**src/design/sorted_key_list_insert_delete_defines.svh**
```systemverilog
// ============================================================================
// Assertion macros for the sorted key store
// Shared concurrent assertion forms, clocked on clk and held off during reset.
// ============================================================================
`ifndef SORTED_KEY_LIST_INSERT_DELETE_DEFINES_SVH
`define SORTED_KEY_LIST_INSERT_DELETE_DEFINES_SVH

// The condition must hold at every clock edge out of reset.
`define SKL_ASSERT_ALWAYS(lbl, cond, msg) \
    lbl: assert property (@(posedge clk) disable iff (!rst_n) (cond)) else $error(msg);

// Whenever the antecedent holds, the consequent must hold in the same cycle.
`define SKL_ASSERT_IMPLY(lbl, ante, cons, msg) \
    lbl: assert property (@(posedge clk) disable iff (!rst_n) (ante) |-> (cons)) \
        else $error(msg);

`endif

```
**src/design/skl_pkg.sv**
```systemverilog
// ============================================================================
// Sorted key store package
// Field widths, result codes and the command and status bundles that join
// the controller to the datapath.
// ============================================================================
package skl_pkg;

    localparam int KEY_W    = 32;
    localparam int STATUS_W = 2;
    localparam int COUNT_W  = 5;

    // Operation selected by the mode field.
    localparam logic MODE_INSERT = 1'b0;
    localparam logic MODE_DELETE = 1'b1;

    // Result status codes.
    localparam logic [STATUS_W-1:0] ST_DONE      = 2'd0;
    localparam logic [STATUS_W-1:0] ST_NOT_FOUND = 2'd1;
    localparam logic [STATUS_W-1:0] ST_EMPTY     = 2'd2;
    localparam logic [STATUS_W-1:0] ST_FULL      = 2'd3;

    // Read address selection, relative to the working index.
    localparam logic [1:0] RD_PREV = 2'd0;
    localparam logic [1:0] RD_CUR  = 2'd1;
    localparam logic [1:0] RD_NEXT = 2'd2;

    typedef struct packed {
        logic                load;
        logic                load_ins;
        logic                rd_en;
        logic [1:0]          rd_sel;
        logic                wr_en;
        logic                wr_key;
        logic                idx_inc;
        logic                idx_dec;
        logic                cnt_inc;
        logic                cnt_dec;
        logic                res_load;
        logic [STATUS_W-1:0] res_status;
    } skl_cmd_t;

    typedef struct packed {
        logic count_zero;
        logic count_full;
        logic idx_zero;
        logic idx_at_end;
        logic idx_last;
        logic rd_less;
        logic rd_equal;
        logic out_free;
    } skl_stat_t;

endpackage

```
**src/design/skl_dpath.sv**
```systemverilog
// ============================================================================
// Sorted key store datapath
// Key memory, working index, entry count, smallest-key copy and the result
// register that drives the output channel.
// ============================================================================
`include "sorted_key_list_insert_delete_defines.svh"

module skl_dpath
    import skl_pkg::*;
#(
    parameter int CAPACITY = 16
)
(
    input  logic                       clk,
    input  logic                       rst_n,
    input  skl_cmd_t                   cmd,
    output skl_stat_t                  stat,
    input  logic signed [KEY_W-1:0]    in_key,
    input  logic                       out_ready,
    output logic                       res_valid,
    output logic [STATUS_W-1:0]        res_status,
    output logic [COUNT_W-1:0]         res_count,
    output logic signed [KEY_W-1:0]    res_smallest,
    output logic                       res_smallest_valid
);

    localparam int AW = $clog2(CAPACITY);
    localparam int CW = $clog2(CAPACITY + 1);

    logic signed [KEY_W-1:0] mem [CAPACITY];

    logic [CW-1:0]           count_reg, count_next;
    logic [CW-1:0]           idx_reg, idx_next;
    logic [CW-1:0]           idx_prev, idx_succ;
    logic [AW-1:0]           rd_addr, wr_addr;
    logic signed [KEY_W-1:0] key_reg;
    logic signed [KEY_W-1:0] rd_data_reg;
    logic signed [KEY_W-1:0] smallest_reg;
    logic signed [KEY_W-1:0] wr_data;
    logic [COUNT_W-1:0]      count_port;
    logic                    res_valid_reg;
    logic [STATUS_W-1:0]     res_status_reg;
    logic [COUNT_W-1:0]      res_count_reg;
    logic signed [KEY_W-1:0] res_smallest_reg;
    logic                    res_smallest_valid_reg;

    assign idx_prev = idx_reg - CW'(1);
    assign idx_succ = idx_reg + CW'(1);
    assign wr_addr  = idx_reg[AW-1:0];
    assign wr_data  = cmd.wr_key ? key_reg : rd_data_reg;

    always_comb
    begin
        case (cmd.rd_sel)
            RD_PREV: rd_addr = idx_prev[AW-1:0];
            RD_CUR:  rd_addr = idx_reg[AW-1:0];
            RD_NEXT: rd_addr = idx_succ[AW-1:0];
            default: rd_addr = idx_reg[AW-1:0];
        endcase
    end

    // Key memory: one write and one registered read per cycle.
    always_ff @(posedge clk)
    begin
        if (cmd.wr_en)
        begin
            mem[wr_addr] <= wr_data;
        end
        if (cmd.rd_en)
        begin
            rd_data_reg <= mem[rd_addr];
        end
    end

    // Entry 0 is mirrored so the smallest key is always at hand.
    always_ff @(posedge clk)
    begin
        if (cmd.load)
        begin
            key_reg <= in_key;
        end
        if (cmd.wr_en && (wr_addr == '0))
        begin
            smallest_reg <= wr_data;
        end
    end

    always_comb
    begin
        count_next = count_reg;
        if (cmd.cnt_inc)
        begin
            count_next = count_reg + CW'(1);
        end
        else if (cmd.cnt_dec)
        begin
            count_next = count_reg - CW'(1);
        end
    end

    always_comb
    begin
        idx_next = idx_reg;
        if (cmd.load)
        begin
            idx_next = cmd.load_ins ? count_reg : '0;
        end
        else if (cmd.idx_inc)
        begin
            idx_next = idx_succ;
        end
        else if (cmd.idx_dec)
        begin
            idx_next = idx_prev;
        end
    end

    always_ff @(posedge clk or negedge rst_n)
    begin
        if (!rst_n)
        begin
            count_reg <= '0;
            idx_reg   <= '0;
        end
        else
        begin
            count_reg <= count_next;
            idx_reg   <= idx_next;
        end
    end

    generate
        if (CW >= COUNT_W)
        begin : g_count_trunc
            assign count_port = count_reg[COUNT_W-1:0];
        end
        else
        begin : g_count_ext
            assign count_port = {{(COUNT_W - CW){1'b0}}, count_reg};
        end
    endgenerate

    // Result register; a new result may load in the cycle the old one leaves.
    always_ff @(posedge clk or negedge rst_n)
    begin
        if (!rst_n)
        begin
            res_valid_reg <= 1'b0;
        end
        else if (cmd.res_load)
        begin
            res_valid_reg <= 1'b1;
        end
        else if (out_ready)
        begin
            res_valid_reg <= 1'b0;
        end
    end

    always_ff @(posedge clk)
    begin
        if (cmd.res_load)
        begin
            res_status_reg         <= cmd.res_status;
            res_count_reg          <= count_port;
            res_smallest_reg       <= (count_reg != '0) ? smallest_reg : '0;
            res_smallest_valid_reg <= (count_reg != '0);
        end
    end

    assign stat.count_zero = (count_reg == '0);
    assign stat.count_full = (count_reg == CW'(CAPACITY));
    assign stat.idx_zero   = (idx_reg == '0);
    assign stat.idx_at_end = (idx_reg == count_reg);
    assign stat.idx_last   = (idx_succ == count_reg);
    assign stat.rd_less    = (rd_data_reg < key_reg);
    assign stat.rd_equal   = (rd_data_reg == key_reg);
    assign stat.out_free   = !res_valid_reg || out_ready;

    assign res_valid          = res_valid_reg;
    assign res_status         = res_status_reg;
    assign res_count          = res_count_reg;
    assign res_smallest       = res_smallest_reg;
    assign res_smallest_valid = res_smallest_valid_reg;

    `SKL_ASSERT_ALWAYS(a_count_bound, count_reg <= CW'(CAPACITY), "entry count above capacity")
    `SKL_ASSERT_IMPLY(a_inc_not_full, cmd.cnt_inc, !stat.count_full, "insert into full store")
    `SKL_ASSERT_IMPLY(a_dec_not_empty, cmd.cnt_dec, !stat.count_zero, "delete from empty store")
    `SKL_ASSERT_IMPLY(a_res_no_overrun, cmd.res_load, stat.out_free, "result overwritten")

endmodule

```
**src/design/skl_ctrl.sv**
```systemverilog
// ============================================================================
// Sorted key store controller
// Sequences the scan and shift steps of one insert or delete and hands the
// finished status to the result register.
// ============================================================================
module skl_ctrl
    import skl_pkg::*;
(
    input  logic       clk,
    input  logic       rst_n,
    input  logic       in_valid,
    input  logic       in_mode,
    output logic       in_ready,
    input  skl_stat_t  stat,
    output skl_cmd_t   cmd
);

    localparam logic [2:0] S_IDLE      = 3'd0;
    localparam logic [2:0] S_INS_CHECK = 3'd1;
    localparam logic [2:0] S_INS_WAIT  = 3'd2;
    localparam logic [2:0] S_DEL_CHECK = 3'd3;
    localparam logic [2:0] S_DEL_WAIT  = 3'd4;
    localparam logic [2:0] S_SHF_CHECK = 3'd5;
    localparam logic [2:0] S_SHF_WAIT  = 3'd6;
    localparam logic [2:0] S_RESULT    = 3'd7;

    logic [2:0]          state_reg, state_next;
    logic [STATUS_W-1:0] pend_reg, pend_next;

    assign in_ready = (state_reg == S_IDLE);

    always_comb
    begin
        cmd        = '0;
        state_next = state_reg;
        pend_next  = pend_reg;
        case (state_reg)
            S_IDLE:
            begin
                if (in_valid)
                begin
                    if (in_mode == MODE_INSERT)
                    begin
                        if (stat.count_full)
                        begin
                            pend_next  = ST_FULL;
                            state_next = S_RESULT;
                        end
                        else
                        begin
                            cmd.load     = 1'b1;
                            cmd.load_ins = 1'b1;
                            state_next   = S_INS_CHECK;
                        end
                    end
                    else
                    begin
                        if (stat.count_zero)
                        begin
                            pend_next  = ST_EMPTY;
                            state_next = S_RESULT;
                        end
                        else
                        begin
                            cmd.load   = 1'b1;
                            state_next = S_DEL_CHECK;
                        end
                    end
                end
            end
            // Walk down from the top, moving up every key not below the new one.
            S_INS_CHECK:
            begin
                if (stat.idx_zero)
                begin
                    cmd.wr_en   = 1'b1;
                    cmd.wr_key  = 1'b1;
                    cmd.cnt_inc = 1'b1;
                    pend_next   = ST_DONE;
                    state_next  = S_RESULT;
                end
                else
                begin
                    cmd.rd_en  = 1'b1;
                    cmd.rd_sel = RD_PREV;
                    state_next = S_INS_WAIT;
                end
            end
            S_INS_WAIT:
            begin
                cmd.wr_en = 1'b1;
                if (stat.rd_less)
                begin
                    cmd.wr_key  = 1'b1;
                    cmd.cnt_inc = 1'b1;
                    pend_next   = ST_DONE;
                    state_next  = S_RESULT;
                end
                else
                begin
                    cmd.idx_dec = 1'b1;
                    state_next  = S_INS_CHECK;
                end
            end
            // Walk up from the bottom to the first key not below the target.
            S_DEL_CHECK:
            begin
                if (stat.idx_at_end)
                begin
                    pend_next  = ST_NOT_FOUND;
                    state_next = S_RESULT;
                end
                else
                begin
                    cmd.rd_en  = 1'b1;
                    cmd.rd_sel = RD_CUR;
                    state_next = S_DEL_WAIT;
                end
            end
            S_DEL_WAIT:
            begin
                if (stat.rd_less)
                begin
                    cmd.idx_inc = 1'b1;
                    state_next  = S_DEL_CHECK;
                end
                else if (stat.rd_equal)
                begin
                    state_next = S_SHF_CHECK;
                end
                else
                begin
                    pend_next  = ST_NOT_FOUND;
                    state_next = S_RESULT;
                end
            end
            // Close the gap by moving every later key down one place.
            S_SHF_CHECK:
            begin
                if (stat.idx_last)
                begin
                    cmd.cnt_dec = 1'b1;
                    pend_next   = ST_DONE;
                    state_next  = S_RESULT;
                end
                else
                begin
                    cmd.rd_en  = 1'b1;
                    cmd.rd_sel = RD_NEXT;
                    state_next = S_SHF_WAIT;
                end
            end
            S_SHF_WAIT:
            begin
                cmd.wr_en   = 1'b1;
                cmd.idx_inc = 1'b1;
                state_next  = S_SHF_CHECK;
            end
            S_RESULT:
            begin
                if (stat.out_free)
                begin
                    cmd.res_load   = 1'b1;
                    cmd.res_status = pend_reg;
                    state_next     = S_IDLE;
                end
            end
            default:
            begin
                state_next = S_IDLE;
            end
        endcase
    end

    always_ff @(posedge clk or negedge rst_n)
    begin
        if (!rst_n)
        begin
            state_reg <= S_IDLE;
            pend_reg  <= ST_DONE;
        end
        else
        begin
            state_reg <= state_next;
            pend_reg  <= pend_next;
        end
    end

endmodule

```
**src/design/sorted_key_list_insert_delete.sv**
```systemverilog
// ============================================================================
// Sorted key store with insert and delete
// Keeps up to CAPACITY signed 32-bit keys in ascending order and answers each
// insert or delete item with one result item.
// ============================================================================
// Usage: each item on the slave channel carries a key in s_tdata and the
// operation in s_tuser (0 inserts the key, 1 deletes one equal key). Every
// item produces exactly one result item on the master channel with the
// status, the entry count after the operation and the smallest key held.
// The keys live in a single-port-write, registered-read memory, so one
// item costs one scan step per key it passes over, and each step is a
// read followed by a decide-and-write state. A rejected insert or a delete
// on an empty store goes straight to the result with no scan.
// One item is worked on at a time; s_tready is high only while the block is
// idle. The finished result sits in an output register, so a new item is
// accepted as soon as the result has been loaded even if it is not taken.
// If the receiver stalls, the next result waits in the controller until the
// output register frees up. Reset empties the store at once, with no sweep.
// ============================================================================
module sorted_key_list_insert_delete
    import skl_pkg::*;
#(
    parameter int CAPACITY = 16
)
(
    input  logic        clk,
    input  logic        rst_n,
    input  logic        s_tvalid,
    output logic        s_tready,
    input  logic [31:0] s_tdata,   // [31:0] key
    input  logic [0:0]  s_tuser,   // [0] mode
    output logic        m_tvalid,
    input  logic        m_tready,
    output logic [39:0] m_tdata    // [1:0] status, [6:2] entry_count,
                                   // [38:7] smallest_key, [39] smallest_valid
);

    skl_cmd_t                cmd;
    skl_stat_t               stat;
    logic [STATUS_W-1:0]     res_status;
    logic [COUNT_W-1:0]      res_count;
    logic signed [KEY_W-1:0] res_smallest;
    logic                    res_smallest_valid;

    // The controller decides each step from the datapath's compare flags.
    skl_ctrl u_ctrl (
        .clk      (clk),
        .rst_n    (rst_n),
        .in_valid (s_tvalid),
        .in_mode  (s_tuser[0]),
        .in_ready (s_tready),
        .stat     (stat),
        .cmd      (cmd)
    );

    // The datapath holds the key memory and the result register.
    skl_dpath #(
        .CAPACITY (CAPACITY)
    ) u_dpath (
        .clk                (clk),
        .rst_n              (rst_n),
        .cmd                (cmd),
        .stat               (stat),
        .in_key             ($signed(s_tdata)),
        .out_ready          (m_tready),
        .res_valid          (m_tvalid),
        .res_status         (res_status),
        .res_count          (res_count),
        .res_smallest       (res_smallest),
        .res_smallest_valid (res_smallest_valid)
    );

    assign m_tdata = {res_smallest_valid, res_smallest, res_count, res_status};

endmodule
```
**config.mk**
```make
export PLATFORM = sky130hd
export DESIGN_NAME = sorted_key_list_insert_delete
export DESIGN_NICKNAME = d
export VERILOG_FILES = /design/src/design/skl_pkg.sv /design/src/design/skl_dpath.sv /design/src/design/skl_ctrl.sv /design/src/design/sorted_key_list_insert_delete.sv
export VERILOG_INCLUDE_DIRS = /design/src /design/src/design
export SDC_FILE = /design/constraint.sdc
export NUM_CORES = 1
export LEC_CHECK = 0
export BUFFER_PORTS_ARGS = -buffer_cell sky130_fd_sc_hd__clkbuf_2
export CAP_MARGIN = 5
export CORE_MARGIN = 2
export CORE_UTILIZATION = 60
export DETAILED_ROUTE_END_ITERATION = 10
export GPL_ROUTABILITY_DRIVEN = 0
export PLACE_DENSITY_LB_ADDON = 0.15
export SLEW_MARGIN = 20
export SYNTH_ARGS = -nofsm -noshare
export SYNTH_HDL_FRONTEND = slang
export SYNTH_SLANG_ARGS = --single-unit
```
**constraint.sdc**
```tcl
create_clock -name clk -period 5.1 [get_ports clk]
set_input_delay 0.255 -clock clk [delete_from_list [all_inputs] [get_ports clk]]
set_output_delay 0.255 -clock clk [all_outputs]
set_load 0.005 [all_outputs]
```
==> summary.md, run 1 <==
| Metric | Value |
|---|---|
| CTS Hold Bufs | 36 |
| Layout area overhead | 13.69% |
| TNS Setup | 0 ns |
| Via/cell ratio | 6.321 |
| Critical path origin | u_dpath.rd_data_reg[19] |
| Worst setup margin | 0.5314 ns |
| Area of the multi-input gates | about 6500 µm² |
| Top Ports | 79 |
| Clock tree from TritonCTS | built |
| Tcrit/Tclk final | between 80% and 90% |
| Worst Hold Class | input pin to async pin |
| Die width | 211.3 µm |
| Fmax | 218.9 MHz |
| DRC | 0 |
| Crit path required time | roughly 5.6 ns |
| Final Hold Vio Count | 0 |
| Worst-path cell chain | ha_1 -> a21oi_1 -> o21ai_0 -> a221o_1 -> or4b_1 -> o22ai_2 -> a22oi_1 -> nor2_4 -> inv_1 -> ha_1 -> nor2b_1 -> o21ai_0 -> nand2b_1 -> or3_1 -> o31ai_1 -> xor2_1 |
| Crit-path max FO | 11 |
| Mapped Avg Cell Area | 19.87 µm² |
| Crit path to | u_dpath.count_port[4] |
| Rel. slew slack | roughly a quarter |
| MaxCap Viol Count | 0 |
| Post-cts sizing count | 0 |
| Starting Density | about three fifths |
| Slowest stage delay, CP | 0.55 ns |
| Vias in the first global route | 12991 |
| Critical Path Slowest Stage Cell | or4b_1 |
| Unrepaired setup endpoints after global routing | no |
| CTS Buffer Depth | 3 |
| EDFF count, synth | 616 |
| Cts bufs inserted | 60 |
| GRT Total Usage | 25.47% |
| Total grt overflow | 0 |
| Number of synthesized register bits | 632 |
| Worst R2R Start | u_dpath.rd_data_reg[19] |
| Core Footprint | ~42000 µm² |
| Post-synth top flop | edfxtp_1 |
| Worst Setup End Kind | flop |
| Largest net degree at the start of global routing | 43 |
| Status | finished clean |
| Register area share after synthesis | 73.31% |
| DR vias | 12901 |
| Mapped Area | approximately 26000 µm² |
| Endpoints failing setup | 0 |
| Ys async rst share | under 10% |
| Reg area | about 19000 µm² |
| DRT Wirelength | 55.18 mm |
| Average wire per standard cell | 27.04 µm |
| Clk root buf | clkbuf_16 |
| Number of post-CTS setup repair buffers | 0 |
| Final min period | between 4 and 5 ns |
| Initial antenna violation count | 0 |
| # clock sinks | 632 |
| Slew Limit Fails | 0 |
| H-tree Lvls | 2 |
| Clk_skew | 0.02598 ns |
| # port buffers | 78 |
| Cells on worst reg2reg path | 16 |
| Dpl ws | 0.5687 ns |
| Leak Pwr | 10.06 nW |
| Setup crit start kind | flop |
| Ant. Diodes | 0 |
| CP Data Arrival Time | 5.10 ns |
| Worst reg2reg setup slack | between 0.5 and 0.6 ns |
| Reg with most FFs | u_dpath.mem |
| Nets | 1530 |
| DRT Pass-1 Iters | 5 |
| Critical path type | flop to flop |
| Pwr/cell area | 685.4 nW/µm² |
| Worst Tran Pin Value | 1.147 ns |
| Synth cell types | between 60 and 70 |
| Worst R2R End | u_dpath.count_port[4] |
| Mapped Cells | approximately 1300 |
| Rows | 75 |
| Layout cells sized above 1 | 26.10% |
| Die footprint | 44640 µm² |
| 1st-iter DRT viols | approximately 1400 |
| Total Power | 20.09 mW |
| Filler instances | about 2600 |
| Critical path's top delay family | compound AO/OA/AOI/OAI gates |
| Largest register FFs | 512 |
| WP depth | 16 |
| CTS clk-pin slew, worst paths | 0.06 ns |
| Ys Warns | 0 |
| CP bufs+invs | 1 |
| Clk_lat worst skew | 0.63 ns |
| First-pass GRT wire length | a little over 80 mm |
| Syn_nets | approximately 1400 |
| Post-DRT Antenna Nets | 0 |
| Detailed-placement wirelength estimate | 30.91 mm |
| Worst IR drop on VDD | around 0.53 mV |
| Die Span Y | 211.3 µm |
-- area by class of cell --
cell class	instances	share of cell area, %
Sequential cell	632	64.49
Multi-Input combinational cell	562	22.21
Clock buffer	77	5.414
Timing Repair Buffer	150	3.783
Tap cell	539	2.301
Clock inverter	35	1.217
Inverter	46	0.5892
-- cell usage after synthesis (all sizes together), types with 3 or more instances --
master	count	area, µm²
nand3	13	65.06
a22oi	4	30.03
a221o	3	30.03
xnor2	9	97.60
and3	3	18.77
mux2i	103	1031
or3	3	23.77
nor2b	38	237.7
clkbuf	14	56.31
edfxtp	616	18500
nand2	32	120.1
nor4	3	18.77
nand2b	3	18.77
nand4	8	50.05
a21oi	22	110.1
buf	43	241.5
dfrtp	16	400.4
and2	16	100.1
o22ai	3	25.02
o21ai	12	60.06
o211ai	4	30.03
mux2	37	416.7
a31oi	4	25.02
o31ai	3	22.52
xor2	7	61.31
inv	46	172.7
ha	40	500.5
a21o	4	30.03
mux4	128	2883
nor3	9	45.04
nor2	23	88.84
-- worst min-delay path by stage --
| stage | cells past startpoint | to | slack (ns) | from |
|---|---|---|---|---|
| 6_report | 2 | u_dpath.idx_reg[2] | 0.13 | rst_n |
| 5_1_grt | 2 | u_dpath.idx_reg[2] | 0.17 | rst_n |
| 4_1_cts | 2 | u_dpath.idx_reg[2] | 0.12 | rst_n |
| 3_5_place_dp | 1 | u_dpath.idx_reg[2] | 0.23 | rst_n |
| 3_3_place_gp | 1 | u_dpath.idx_reg[3] | 0.23 | rst_n |
| 2_1_floorplan | 0 | u_ctrl.pend_reg[0] | -0.04 | rst_n |
-- power by group --
group	total (mW)	switching (mW)	internal (mW)
Clock	4.41	1.86	2.55
Sequential	7.75	0.348	7.40
Combinational	7.94	4.43	3.50
Total	20.1	6.64	13.4
-- through the flow --
step	hold WS, ns	instances	cell area, µm²	utilization, %
floorplan	-0.04059	1297	25780	-
global placement	0.2281	1893	27000	64.07
detailed placement	0.2279	1893	27000	64.07
CTS	0.1186	2041	29300	69.54
global route	0.1690	2041	29310	69.55
finish	0.1344	2041	29310	69.55
-- layout by cell type (no fill, tap or decap), drive strengths merged, types with 7 or more instances in the layout --
cell type / count
edfxtp: 616
clkbuf: 155
mux4: 128
mux2i: 103
inv: 47
ha: 40
nor2b: 38
mux2: 37
dlygate4sd3: 36
buf: 36
nand2: 32
clkinv: 24
nor2: 23
a21oi: 22
dfrtp: 16
and2: 16
nand3: 13
o21ai: 12
nor3: 9
xnor2: 9
nand4: 8
xor2: 7
bufinv: 7
-- metal layers --
metal / vias up / GRT usage, % / part of all wire [%]
li1: 5562 / - / -
met1: 6788 / 37.47 / 43
met2: 457 / 40.59 / 49
met3: 94 / 4.133 / 6.1
met4: 0 / 6.654 / 2.2
met5: - / 0 / 0
-- cell families after synthesis --
| logic type | synth area share (%) |
|---|---|
| AND/OR/NAND/NOR | 3.276 |
| buffers and inverters | 1.825 |
| AO/OA/AOI/OAI | 2.150 |
| flip-flops | 73.31 |
| multiplexers | 16.80 |
| adder cells (fa/ha/maj) | 2.019 |
| XOR/XNOR | 0.6165 |
Note: power is estimated with default switching activity, not from simulation.
==> run 2: changes to the inputs <==
--- a/config.mk
+++ b/config.mk
@@ -9,7 +9,7 @@
 export BUFFER_PORTS_ARGS = -buffer_cell sky130_fd_sc_hd__clkbuf_2
 export CAP_MARGIN = 5
 export CORE_MARGIN = 2
-export CORE_UTILIZATION = 60
+export CORE_UTILIZATION = 55
 export DETAILED_ROUTE_END_ITERATION = 10
 export GPL_ROUTABILITY_DRIVEN = 0
 export PLACE_DENSITY_LB_ADDON = 0.15
==> summary.md, run 2 (synthesis results as in run 1) <==
| Metric | Value |
|---|---|
| CP Data Arrival Time | 4.83 ns (-0.27 ns) |
| Die Span Y | 220.5 µm (+4.4%) |
| H-tree Lvls | 3 (+1) |
| Nets | 1531 (+0.065%) |
| DRT Wirelength | 56.82 mm (+3.0%) |
| Most used cell along the critical path | ha_1 |
| Commonest non-fill, non-tap cells in the layout | edfxtp_1 (616), mux4_2 (128), mux2i_1 (103) |
| Average wire per standard cell | 27.02 µm (about the same) |
| Pwr/cell area | 685.1 nW/µm² (about the same) |
| Layout cells sized above 1 | 26.54% (+0.44 points) |
| Crit-path max FO | 7 (-4) |
| Via/cell ratio | 6.069 (-4.0%) |
| Slowest stage delay, CP | 0.58 ns (+0.03 ns) |
| Unrepaired setup endpoints after global routing | no |
| Commonest non-fill, non-tap cell in the layout | edfxtp_1 |
| Worst Hold Class | input pin to flop |
| Hold Path Origin | s_tuser |
| Worst Setup End Kind | flop |
| Rel. slew slack | 28.77% (+5.3 points) |
| Final Hold Vio Count | 0 (unchanged) |
| Clk_lat worst skew | 0.59 ns (-0.04 ns) |
| Clock tree from TritonCTS | built |
| DR vias | 12764 (-1.1%) |
| TNS Setup | 0 ns (unchanged) |
| DRC | 0 (unchanged) |
| Worst Hold Path EP | u_dpath.idx_reg[0] |
| Leak Pwr | 10.10 nW (+0.39%) |
| Reg with most FFs | u_dpath.mem |
| Setup crit start kind | flop |
| Fmax | 230.3 MHz (+5.2%) |
| Initial antenna violation count | 2 (+2) |
| Post-cts sizing count | 0 (unchanged) |
| Total grt overflow | 0 (unchanged) |
| Hold Path Stages | 3 |
| Rows | 79 (+5.3%) |
| Die footprint | 48620 µm² (+8.9%) |
| Worst IR drop on VDD | 0.4483 mV (-16%) |
| Clk_skew | 0.02605 ns (+0.00006750 ns) |
| Top Ports | 79 (unchanged) |
| Final instance area | 29450 µm² (+0.48%) |
| MaxCap Viol Count | 0 (unchanged) |
| Core Footprint | 46360 µm² (+10%) |
| Final min period | 4.342 ns (-0.2261 ns) |
| Worst Tran Pin Value | 1.067 ns (-0.07966 ns) |
| Status | finished clean |
| Util after Layout | 63.52% (-6.0 points) |
| Endpoints failing setup | 0 (unchanged) |
| Layout area overhead | 14.23% |
| CTS Buffer Depth | 3 (unchanged) |
| Worst R2R Start | u_dpath.rd_data_reg[31] |
| CTS clk-pin slew, worst paths | 0.06 ns (about the same) |
| First-pass GRT wire length | 84.48 mm (+2.9%) |
| Detailed-placement wirelength estimate | 31.18 mm (+0.86%) |
| Worst R2R End | u_dpath.count_port[4] |
| # port buffers | 78 (unchanged) |
| Crit path required time | 5.59 ns (-0.04 ns) |
| DRT Pass-1 Iters | 5 (unchanged) |
| Worst reg2reg setup slack | 0.76 ns (+0.23 ns) |
| Largest net degree at the start of global routing | 65 (+51%) |
| Tcrit/Tclk final | 85.15% (-4.4 points) |
| Die width | 220.5 µm (+4.4%) |
| Cells on worst reg2reg path | 16 (unchanged) |
| Cts bufs inserted | 66 (+10%) |
| Starting Density | 55.60% (-5.6 points) |
| 1st-iter DRT viols | 1230 (-14%) |
| Slew Limit Fails | 0 (unchanged) |
| Largest register FFs | 512 (unchanged) |
| Clk root buf | clkbuf_16 |
| Placed Area | 27080 µm² (+0.33%) |
| Critical path type | flop to flop |
| Worst-path cell chain | ha_1 -> nand4_1 -> nor3_1 -> a221o_1 -> or4b_1 -> o22ai_2 -> a22oi_1 -> nor2_4 -> inv_1 -> ha_1 -> nor2b_1 -> o21ai_0 -> nand2b_1 -> or3_1 -> o31ai_1 -> xor2_1 |
| Vias in the first global route | 13045 (+0.42%) |
| # clock sinks | 632 (unchanged) |
| GRT Total Usage | 24.38% (-1.1 points) |
| Critical Path Slowest Stage Cell | or4b_1 |
| Post-DRT Antenna Nets | 0 (unchanged) |
| Ant. Diodes | 0 (unchanged) |
-- run 2: cell types whose count changed in the layout (fill, tap and decap cells not counted), sizes merged, moves of 2 or more --
cell | before | now
buf | 36 | 33
clkinvlp | 3 | 1
clkinv | 24 | 22
dlygate4sd3 | 36 | 34
clkbuf | 155 | 163
bufinv | 7 | 3
-- run 2: final cells by class --
type	instances	area [µm²]
Tap cell	607	759.5
Timing Repair Buffer	145	1086
Fill cell	3186	16910
Clock buffer	85	1808
Inverter	46	172.7
Sequential cell	632	18900
Multi-Input combinational cell	562	6509
Clock inverter	26	212.7
-- run 2: what timing repair did --
action                     CTS  global route
setup endpoints to repair    0             0
hold endpoints to repair    49             0
hold buffers                34             0
buffers inserted             0             0
-- run 2: how the worst max path moves through the flow --
stage                             from               endpoint  slack, ns  cells after the start
5_1_grt        u_dpath.rd_data_reg[31]  u_dpath.count_port[4]       0.46                     16
4_1_cts            u_dpath.key_reg[31]  u_dpath.count_port[4]       0.76                     16
6_report       u_dpath.rd_data_reg[31]  u_dpath.count_port[4]       0.76                     16
3_5_place_dp   u_dpath.rd_data_reg[31]  u_dpath.count_port[4]       0.80                     15
3_3_place_gp   u_dpath.rd_data_reg[31]  u_dpath.count_port[4]       0.52                     15
2_1_floorplan  u_dpath.rd_data_reg[31]  u_dpath.count_port[4]       1.12                     17
-- run 2: per-stage QoR --
stage,power [mW],cells,hold WS [ns],worst slack [ns]
CTS,20.36,2103,0.03415,0.7576
detailed placement,15.77,1958,0.2313,0.8034
global route,21.21,2103,0.05519,0.4571
floorplan,13.57,1297,-0.04059,1.118
global placement,15.63,1957,0.2242,0.5172
finish,20.17,2103,0.06515,0.7575
-- run 2: layer usage --
metal  up-vias  wire length (µm)  track usage (%)
li1       5556                 -                -
met1      6719             24280            35.07
met2       427             27860            39.33
met3        62              3571            4.000
met4         0              1108            6.644
met5         -                 0                0
-- run 2: where the power goes --
| part | switching, mW | internal (mW) |
|---|---|---|
| clock | 1.89 | 2.65 |
| combinational | 4.42 | 3.47 |
| sequential | 0.354 | 7.40 |
| total | 6.66 | 13.5 |
-- run 2: worst max-delay path: cells and delay by family, from the launching register on --
family	cells	cell delay, ns
compound gates	5	1.22
xor+xnor	1	0.17
fa+ha+maj	2	0.73
buf+inv	1	0.11
flops	1	0.38
simple gates	7	1.65
